### src/rtl/frr_pkg.sv
// ----------------------------------------------------------------------------
// frr_pkg
// types and constants of the framed response receiver
// ----------------------------------------------------------------------------
`default_nettype none

package frr_pkg;

	// operation codes
	localparam logic [1:0] OP_START = 2'd0;
	localparam logic [1:0] OP_BYTE  = 2'd1;
	localparam logic [1:0] OP_TICK  = 2'd2;

	// framing characters
	localparam logic [7:0] CODE_SOH = 8'h01;
	localparam logic [7:0] CODE_STX = 8'h02;
	localparam logic [7:0] CODE_ETX = 8'h03;
	localparam logic [7:0] CODE_EOT = 8'h04;

	localparam logic [1:0]  HEADER_BYTES = 2'd3;
	localparam logic [11:0] KEEP_MAX     = 12'd4095;

	// configuration register indexes
	localparam logic [1:0] CFG_OVERALL = 2'd0;
	localparam logic [1:0] CFG_GAP     = 2'd1;
	localparam logic [1:0] CFG_BUFFER  = 2'd2;

	localparam logic [15:0] OVERALL_RESET = 16'd1000;
	localparam logic [9:0]  GAP_RESET     = 10'd200;
	localparam logic [12:0] BUFFER_RESET  = 13'd64;

	typedef enum logic [2:0] {
		PH_IDLE     = 3'd0,
		PH_HUNT_SOH = 3'd1,
		PH_HEADER   = 3'd2,
		PH_HUNT_STX = 3'd3,
		PH_PAYLOAD  = 3'd4
	} phase_t;

	typedef struct packed {
		logic [1:0] operation;
		logic [7:0] rx_byte;
	} item_t;

	typedef struct packed {
		logic        valid;
		logic        kind;
		logic [7:0]  payload_byte;
		logic        status;
		logic [11:0] byte_count;
		logic        last;
	} result_t;

endpackage

`default_nettype wire

### src/rtl/frr_in_reg.sv
// ----------------------------------------------------------------------------
// frr_in_reg
// input register stage; holds one request until the core takes it
// ----------------------------------------------------------------------------
`default_nettype none

module frr_in_reg (
	input  wire logic          clk,
	input  wire logic          arst_n,
	input  wire logic          in_valid,
	output logic               in_ready,
	input  wire frr_pkg::item_t in_item,
	input  wire logic          advance,
	output logic               valid_s1,
	output frr_pkg::item_t     item_s1
);

	// free slot, or the held request leaves this cycle
	assign in_ready = !valid_s1 || advance;

	always_ff @(posedge clk or negedge arst_n) begin
		if (!arst_n) begin
			valid_s1 <= 1'b0;
		end else if (in_ready) begin
			valid_s1 <= in_valid;
		end
	end

	always_ff @(posedge clk) begin
		if (in_valid && in_ready) begin
			item_s1 <= in_item;
		end
	end

endmodule

`default_nettype wire

### src/rtl/frr_core.sv
// ----------------------------------------------------------------------------
// frr_core
// frame state machine, timeout counters and configuration registers
// ----------------------------------------------------------------------------
`default_nettype none

module frr_core (
	input  wire logic           clk,
	input  wire logic           arst_n,
	input  wire logic           cfg_write,
	input  wire logic [1:0]     cfg_index,
	input  wire logic [15:0]    cfg_data,
	input  wire logic           go,
	input  wire frr_pkg::item_t item,
	output frr_pkg::result_t    result
);

	logic [15:0] overall_q;
	logic [9:0]  gap_cfg_q;
	logic [12:0] buffer_q;

	frr_pkg::phase_t phase_q, phase_d;
	logic [15:0] elapsed_q, elapsed_d, elapsed_inc;
	logic [9:0]  gap_q, gap_d, gap_inc;
	logic [1:0]  header_q, header_d;
	logic [11:0] kept_q, kept_d;
	logic        room;
	logic        overall_hit;
	logic        gap_hit;

	always_ff @(posedge clk or negedge arst_n) begin
		if (!arst_n) begin
			overall_q <= frr_pkg::OVERALL_RESET;
			gap_cfg_q <= frr_pkg::GAP_RESET;
			buffer_q  <= frr_pkg::BUFFER_RESET;
		end else if (cfg_write) begin
			unique case (cfg_index)
				frr_pkg::CFG_OVERALL: begin
					overall_q <= cfg_data;
				end
				frr_pkg::CFG_GAP: begin
					gap_cfg_q <= cfg_data[9:0];
				end
				frr_pkg::CFG_BUFFER: begin
					buffer_q <= cfg_data[12:0];
				end
				default: begin
				end
			endcase
		end
	end

	always_ff @(posedge clk or negedge arst_n) begin
		if (!arst_n) begin
			phase_q   <= frr_pkg::PH_IDLE;
			elapsed_q <= '0;
			gap_q     <= '0;
			header_q  <= '0;
			kept_q    <= '0;
		end else begin
			phase_q   <= phase_d;
			elapsed_q <= elapsed_d;
			gap_q     <= gap_d;
			header_q  <= header_d;
			kept_q    <= kept_d;
		end
	end

	// saturating counters and limit compares
	assign elapsed_inc = (elapsed_q == '1) ? elapsed_q : elapsed_q + 16'd1;
	assign gap_inc     = (gap_q == '1) ? gap_q : gap_q + 10'd1;
	assign overall_hit = (elapsed_inc >= overall_q);
	assign gap_hit     = (gap_inc >= gap_cfg_q);
	assign room        = (({1'b0, kept_q} + 13'd1) < buffer_q) && (kept_q < frr_pkg::KEEP_MAX);

	always_comb begin
		phase_d   = phase_q;
		elapsed_d = elapsed_q;
		gap_d     = gap_q;
		header_d  = header_q;
		kept_d    = kept_q;
		result    = '0;
		if (go) begin
			priority if (item.operation == frr_pkg::OP_START) begin
				phase_d   = frr_pkg::PH_HUNT_SOH;
				elapsed_d = '0;
				gap_d     = '0;
				header_d  = '0;
				kept_d    = '0;
			end else if (phase_q == frr_pkg::PH_IDLE) begin
				phase_d = phase_q;
			end else if (item.operation == frr_pkg::OP_BYTE) begin
				gap_d = '0;
				unique case (phase_q)
					frr_pkg::PH_HUNT_SOH: begin
						if (item.rx_byte == frr_pkg::CODE_SOH) begin
							phase_d  = frr_pkg::PH_HEADER;
							header_d = frr_pkg::HEADER_BYTES;
						end
					end
					frr_pkg::PH_HEADER: begin
						header_d = header_q - 2'd1;
						if (header_q == 2'd1) begin
							phase_d = frr_pkg::PH_HUNT_STX;
						end
					end
					frr_pkg::PH_HUNT_STX: begin
						if (item.rx_byte == frr_pkg::CODE_STX) begin
							phase_d = frr_pkg::PH_PAYLOAD;
						end
					end
					frr_pkg::PH_PAYLOAD: begin
						if (item.rx_byte == frr_pkg::CODE_ETX ||
						    item.rx_byte == frr_pkg::CODE_EOT) begin
							phase_d           = frr_pkg::PH_IDLE;
							result.valid      = 1'b1;
							result.kind       = 1'b1;
							result.byte_count = kept_q;
							result.last       = 1'b1;
						end else if (room) begin
							kept_d              = kept_q + 12'd1;
							result.valid        = 1'b1;
							result.payload_byte = item.rx_byte;
						end
					end
					default: begin
						phase_d = phase_q;
					end
				endcase
			end else if (item.operation == frr_pkg::OP_TICK) begin
				elapsed_d = elapsed_inc;
				unique case (phase_q)
					frr_pkg::PH_HUNT_SOH, frr_pkg::PH_HUNT_STX: begin
						if (overall_hit) begin
							phase_d       = frr_pkg::PH_IDLE;
							result.valid  = 1'b1;
							result.kind   = 1'b1;
							result.status = 1'b1;
							result.last   = 1'b1;
						end
					end
					frr_pkg::PH_HEADER: begin
						gap_d = gap_inc;
						if (gap_hit) begin
							phase_d       = frr_pkg::PH_IDLE;
							result.valid  = 1'b1;
							result.kind   = 1'b1;
							result.status = 1'b1;
							result.last   = 1'b1;
						end
					end
					frr_pkg::PH_PAYLOAD: begin
						gap_d = gap_inc;
						if (gap_hit || overall_hit) begin
							phase_d           = frr_pkg::PH_IDLE;
							result.valid      = 1'b1;
							result.kind       = 1'b1;
							result.byte_count = kept_q;
							result.last       = 1'b1;
						end
					end
					default: begin
						phase_d = phase_q;
					end
				endcase
			end else begin
				// unused operation code leaves the state alone
				phase_d = phase_q;
			end
		end
	end

endmodule

`default_nettype wire

### src/rtl/frr_out_reg.sv
// ----------------------------------------------------------------------------
// frr_out_reg
// result register; holds a result until the sink takes it
// ----------------------------------------------------------------------------
`default_nettype none

module frr_out_reg (
	input  wire logic             clk,
	input  wire logic             arst_n,
	input  wire logic             load,
	input  wire frr_pkg::result_t result,
	input  wire logic             out_ready,
	output logic                  can_take,
	output logic                  out_valid,
	output frr_pkg::result_t      result_q
);

	logic valid_q;

	assign can_take  = !valid_q || out_ready;
	assign out_valid = valid_q;

	always_ff @(posedge clk or negedge arst_n) begin
		if (!arst_n) begin
			valid_q <= 1'b0;
		end else if (can_take) begin
			valid_q <= load && result.valid;
		end
	end

	always_ff @(posedge clk) begin
		if (can_take && load && result.valid) begin
			result_q <= result;
		end
	end

endmodule

`default_nettype wire

### src/rtl/framed_response_receiver_unit.sv
// ----------------------------------------------------------------------------
// framed_response_receiver_unit
// receives one reply frame (SOH, three header bytes, STX, payload, ETX/EOT)
// from a byte stream with millisecond timeouts
// ----------------------------------------------------------------------------
//
//  channel   handshake             payload
//  -------   -------------------   -----------------------------------------
//  input     in_valid / in_ready   operation, rx_byte
//  output    out_valid / out_ready kind, payload_byte, status, byte_count, last
//  config    cfg_write             cfg_index, cfg_data (no handshake back)
//
// one request per cycle sustained while the sink takes results; a request waits in the
// input register, then the frame state machine updates and loads the result register
// reset clears the state machine, counters and valid flags; config registers
// return to 1000 ms overall, 200 ms gap, 64 byte buffer
// a result held by a stalled sink holds the input register, which stops in_ready
// ----------------------------------------------------------------------------
`default_nettype none

module framed_response_receiver_unit (
	input  wire logic        clk,
	input  wire logic        arst_n,
	// request channel
	input  wire logic        in_valid,
	output logic             in_ready,
	input  wire logic [1:0]  operation,
	input  wire logic [7:0]  rx_byte,
	// result channel
	output logic             out_valid,
	input  wire logic        out_ready,
	output logic             kind,
	output logic [7:0]       payload_byte,
	output logic             status,
	output logic [11:0]      byte_count,
	output logic             last,
	// configuration writes
	input  wire logic        cfg_write,
	input  wire logic [1:0]  cfg_index,
	input  wire logic [15:0] cfg_data
);

	frr_pkg::item_t   in_item;
	frr_pkg::item_t   item_s1;
	frr_pkg::result_t result;
	frr_pkg::result_t result_q;
	logic             valid_s1;
	logic             can_take;
	logic             advance;

	assign in_item.operation = operation;
	assign in_item.rx_byte   = rx_byte;

	// the held request is processed once the result register has room
	assign advance = valid_s1 && can_take;

	frr_in_reg u_in_reg (
		.clk      (clk),
		.arst_n   (arst_n),
		.in_valid (in_valid),
		.in_ready (in_ready),
		.in_item  (in_item),
		.advance  (advance),
		.valid_s1 (valid_s1),
		.item_s1  (item_s1)
	);

	// state machine and timeouts; state moves only on an advancing request
	frr_core u_core (
		.clk       (clk),
		.arst_n    (arst_n),
		.cfg_write (cfg_write),
		.cfg_index (cfg_index),
		.cfg_data  (cfg_data),
		.go        (advance),
		.item      (item_s1),
		.result    (result)
	);

	// requests that produce no result simply drop out here
	frr_out_reg u_out_reg (
		.clk       (clk),
		.arst_n    (arst_n),
		.load      (advance),
		.result    (result),
		.out_ready (out_ready),
		.can_take  (can_take),
		.out_valid (out_valid),
		.result_q  (result_q)
	);

	assign kind         = result_q.kind;
	assign payload_byte = result_q.payload_byte;
	assign status       = result_q.status;
	assign byte_count   = result_q.byte_count;
	assign last         = result_q.last;

endmodule

`default_nettype wire

### config.mk
export PLATFORM = sky130hd
export DESIGN_NAME = framed_response_receiver_unit
export DESIGN_NICKNAME = d
export VERILOG_FILES = /design/src/rtl/frr_pkg.sv /design/src/rtl/frr_in_reg.sv /design/src/rtl/frr_core.sv /design/src/rtl/frr_out_reg.sv /design/src/rtl/framed_response_receiver_unit.sv
export SDC_FILE = /design/constraint.sdc
export NUM_CORES = 1
export LEC_CHECK = 0
export BUFFER_PORTS_ARGS = -buffer_cell sky130_fd_sc_hd__buf_2
export CAP_MARGIN = 20
export CORE_UTILIZATION = 35
export DETAILED_ROUTE_END_ITERATION = 6
export MAX_ROUTING_LAYER = met4
export PLACE_DENSITY_LB_ADDON = 0.12
export SLEW_MARGIN = 20
export SYNTH_ARGS = -nofsm -noshare
export SYNTH_HDL_FRONTEND = slang
export SYNTH_SLANG_ARGS = --single-unit
### constraint.sdc
create_clock -name clk -period 5.1 [get_ports clk]
set_clock_uncertainty 0.05 [all_clocks]
set_input_delay 0.255 -clock clk [delete_from_list [all_inputs] [get_ports clk]]
set_output_delay 0.255 -clock clk [all_outputs]
set_load 0.05 [all_outputs]
==> summary.txt <==
Outcome
  – Status: completed

Yosys
  – Post-Synth Adder-Cell Area: 0.0788
  – Synth Warn #: 0
  – Async SR Flop Fraction: 0.724
  – Commonest cells in the netlist: 74 x dfrtp_1, 61 x inv_1, 54 x nand2_1
  – Post-synth top area share: 0.278
  – Synth Area in Compound Gates: 0.157
  – Count leader, synth: dfrtp_1
  – Unique cell type count in the Yosys netlist: 65
  – Register area share after synthesis: 0.461
  – Syn_nets: approximately 750
  – Main combinational cell family by area after synthesis: simple AND/OR/NAND/NOR gates
  – Post-Synth XOR/XNOR Area: 0.0263
  – Mux contribution to synthesized area: 0.0537
  – Average cell area after synthesis: about 10 um2
  – Netlist Area Pre-Place: around 6700 um2
  – Post-synthesis cell count: 670
  – Cell taking the most area after synthesis: dfrtp_1
  – Synth area leaders: dfrtp_1 28%, edfxtp_1 14%, ha_1 7.9%
  – FF+latch count, synth: ~120
  – EDFF count, synth: 32
  – Simple-gate share of the synthesized area: 0.173
  – Top FF cell, synth: dfrtp_1

Clock network
  – CTS buffer count: 17
  – CTS Buffer Depth: 2
  – Root Buffer: clkbuf_16
  – Clock Sink Count: 116
  – Worst skew pair latency: ~0.43 ns
  – H-tree depth: 4
  – CTS clk-pin slew, worst paths: approximately 0.060 ns
  – Post-CTS sizing: 0
  – TritonCTS clock tree: built

Setup path
  – CP Max Fanout: 12
  – Critical path endpoint category: flip-flop
  – Critical Path AT: approximately 4.4 ns
  – Slowest cell on crit path: a211oi_2
  – CP Data Required Time: between 5 and 6 ns
  – Crit-path cells: nand4_1, nor3_1, nand4_1, nor3_1, mux2_2, ha_1, nand4_1, nor3_1, and4_1, a211oi_2, nand3b_1, and3_1
  – CP peak stage delay: slightly above 0.5 ns
  – Kind of critical path: flip-flop to flip-flop
  – Critical Path Source Type: flip-flop

Finish
  – Final cell count without fillers: 994
  – Layout area overhead: 19.1%
  – Diode count: 0
  – Final net count: around 820
  – Register area: 3080 um2
  – Share of layout cells above drive strength 1: 0.203
  – # fillers: around 1.8k
  – Multi-input logic area: between 3000 and 4000 um2

STA
  – Setup_tns: 0 ns
  – Fmax: ~230 MHz
  – RSZ-0062 raised after global routing: no
  – Tcrit/Tclk final: 0.837
  – Setup violators final: 0
  – Period minus WS final: 4.27 ns
  – Worst rel slew slack: 0.511
  – Final Max Tran Viols: 0
  – Final-report hold violation count: 0
  – Worst slew pin tran: 0.733 ns

Floorplanning
  – Core area: ~19000 um2
  – Die H: 140 um
  – Initial Util: 0.356
  – IO Count: 58
  – Die X: around 140 um
  – Die area: a little under 20000 um2
  – Row Count: 50

Route
  – Routed wire per std cell: around 17 um
  – DR pass1 iterations: 5
  – Residual DRC: 0
  – Routed vias/inst: roughly 5.3
  – Via count: around 5.3k
  – Routed wire length: between 15000 and 20000 um
  – Antenna Nets Post-Route: 0
  – 1st-iter DRT viols: 350

Global routing
  – GRT Total Usage: 0.185
  – Vias in the first global route: slightly above 5k
  – Antenna violations before repair: 0
  – Grt ovf: 0
  – Largest net degree at the start of global routing: 58
  – First-pass GRT wire length: between 20000 and 30000 um

Pwr
  – Power Dens Cells: ~350 nW/um2
  – Lkg Pwr: roughly 3.5 nW
  – Max IR drop VDD: between 0.0002 and 0.00025 V

Placement
  – Post-detail-place hpwl: 12200 um
  – Gpl congestion: around 0.89
  – Dpl cells: 944
  – Port Buffers: between 50 and 60

Flow run
  – # Max-Cap Violations: 0

Hold path
  – Worst min path class: input port to flip-flop
## power by group
group	internal [W]	switching, W
Clock	0.000663	0.000488
Combinational	0.000206	0.000274
Sequential	0.00106	0.000103
Total	0.00193	0.000866
## path summary, 6_finish.rpt
check	from	endpoint	slack (ns)	cells past startpoint
max	u_core.elapsed_q[4]	u_out_reg.result_q[5]	0.83	12
min in group asynchronous	arst_n	u_core.gap_cfg_q[1]	0.24	2
min	cfg_data[6]	u_core.overall_q[6]	0.01	3
max in group asynchronous	arst_n	u_core.buffer_q[4]	3.67	3
min reg2reg	u_core.buffer_q[12]	u_core.buffer_q[12]	0.45	1
max reg2reg	u_core.elapsed_q[4]	u_out_reg.result_q[5]	0.83	12
## layout make-up
type	count	area share
Timing Repair Buffer	81	0.0643
Clock buffer	18	0.0567
Clock inverter	14	0.0147
Multi-Input combinational cell	470	0.411
Inverter	61	0.0288
Tap cell	234	0.0369
Sequential cell	116	0.387
## per-layer routing
metal,track usage,vias up,wire length [um]
li1,-,2590,-
met1,0.247,2531,7940
met2,0.278,141,7500
met3,0.0393,31,723
met4,0.0665,0,289
met5,-,-,0
## stage by stage
stage	util	setup slack (ns)	total power (W)	hold slack, ns	cell area [um2]
after CTS	0.424	0.902	0.00282	0.00489	7940
after global routing	0.425	0.558	0.00294	0.0219	7940
after detailed placement	0.385	0.911	0.00165	0.160	7200
final	0.425	0.832	0.00279	0.0147	7940
after global placement	0.385	1.11	0.00163	0.161	7200
after floorplan	-	0.854	0.00149	-0.0906	6670
## placed cells by master (no fill, tap or decap), types with 5 or more instances in the layout
cell	synthesis	final
a21o_1	8	8
a21oi_1	31	31
a22o_1	7	7
a31oi_1	6	6
and2_1	6	6
and3_1	24	24
buf_2	3	56
buf_4	4	8
clkbuf_16	0	18
dfrtp_1	74	74
dfstp_2	10	10
dlygate4sd3_1	0	17
edfxtp_1	32	32
ha_1	42	42
inv_1	61	61
mux2_2	30	30
nand2_1	54	54
nand2b_1	8	8
nand3_1	19	19
nand4_1	15	15
nor2_1	35	35
nor3_1	14	14
o211ai_1	12	12
o21a_1	8	8
o21ai_0	51	51
o31ai_1	5	5
or2_2	8	8
xnor2_1	14	14
xor2_1	6	6
## critical path: cells and delay by family, from the launching register on
kind	cells	cell delay, ns
muxes	1	0.39
DFF	1	0.46
AOI/OAI and AO/OA	1	0.51
adders and majority gates	1	0.29
and+or+nand+nor	9	2.31
## state kept, by name, summed over array words and instances, names as in the netlist
signal,count
u_core.gap_cfg_q,10
u_core.buffer_q,13
u_core.overall_q,16
u_core.kept_q,12
u_core.phase_q,3
u_in_reg.item_s1,10
u_out_reg.result_q,22
u_core.gap_q,10
u_core.header_q,2
u_in_reg.valid_s1,1
u_core.elapsed_q,16
u_out_reg.out_valid,1
## cell families (layout without fill, tap and decap cells)
family | Yosys count | in the layout
xor gates and xnor gates | 20 | 20
DFF | 116 | 116
adders and majority gates | 42 | 42
buffers and inverters | 84 | 174
muxes | 32 | 32
AOI/OAI and AO/OA | 163 | 163
and+or+nand+nor | 213 | 213
## timing repair
item                                   in CTS  in global routing
buffers inserted                            0                  0
endpoints found under the hold margin      42                  0
hold buffers                               17                  0
(Power assumes the default switching activity.)
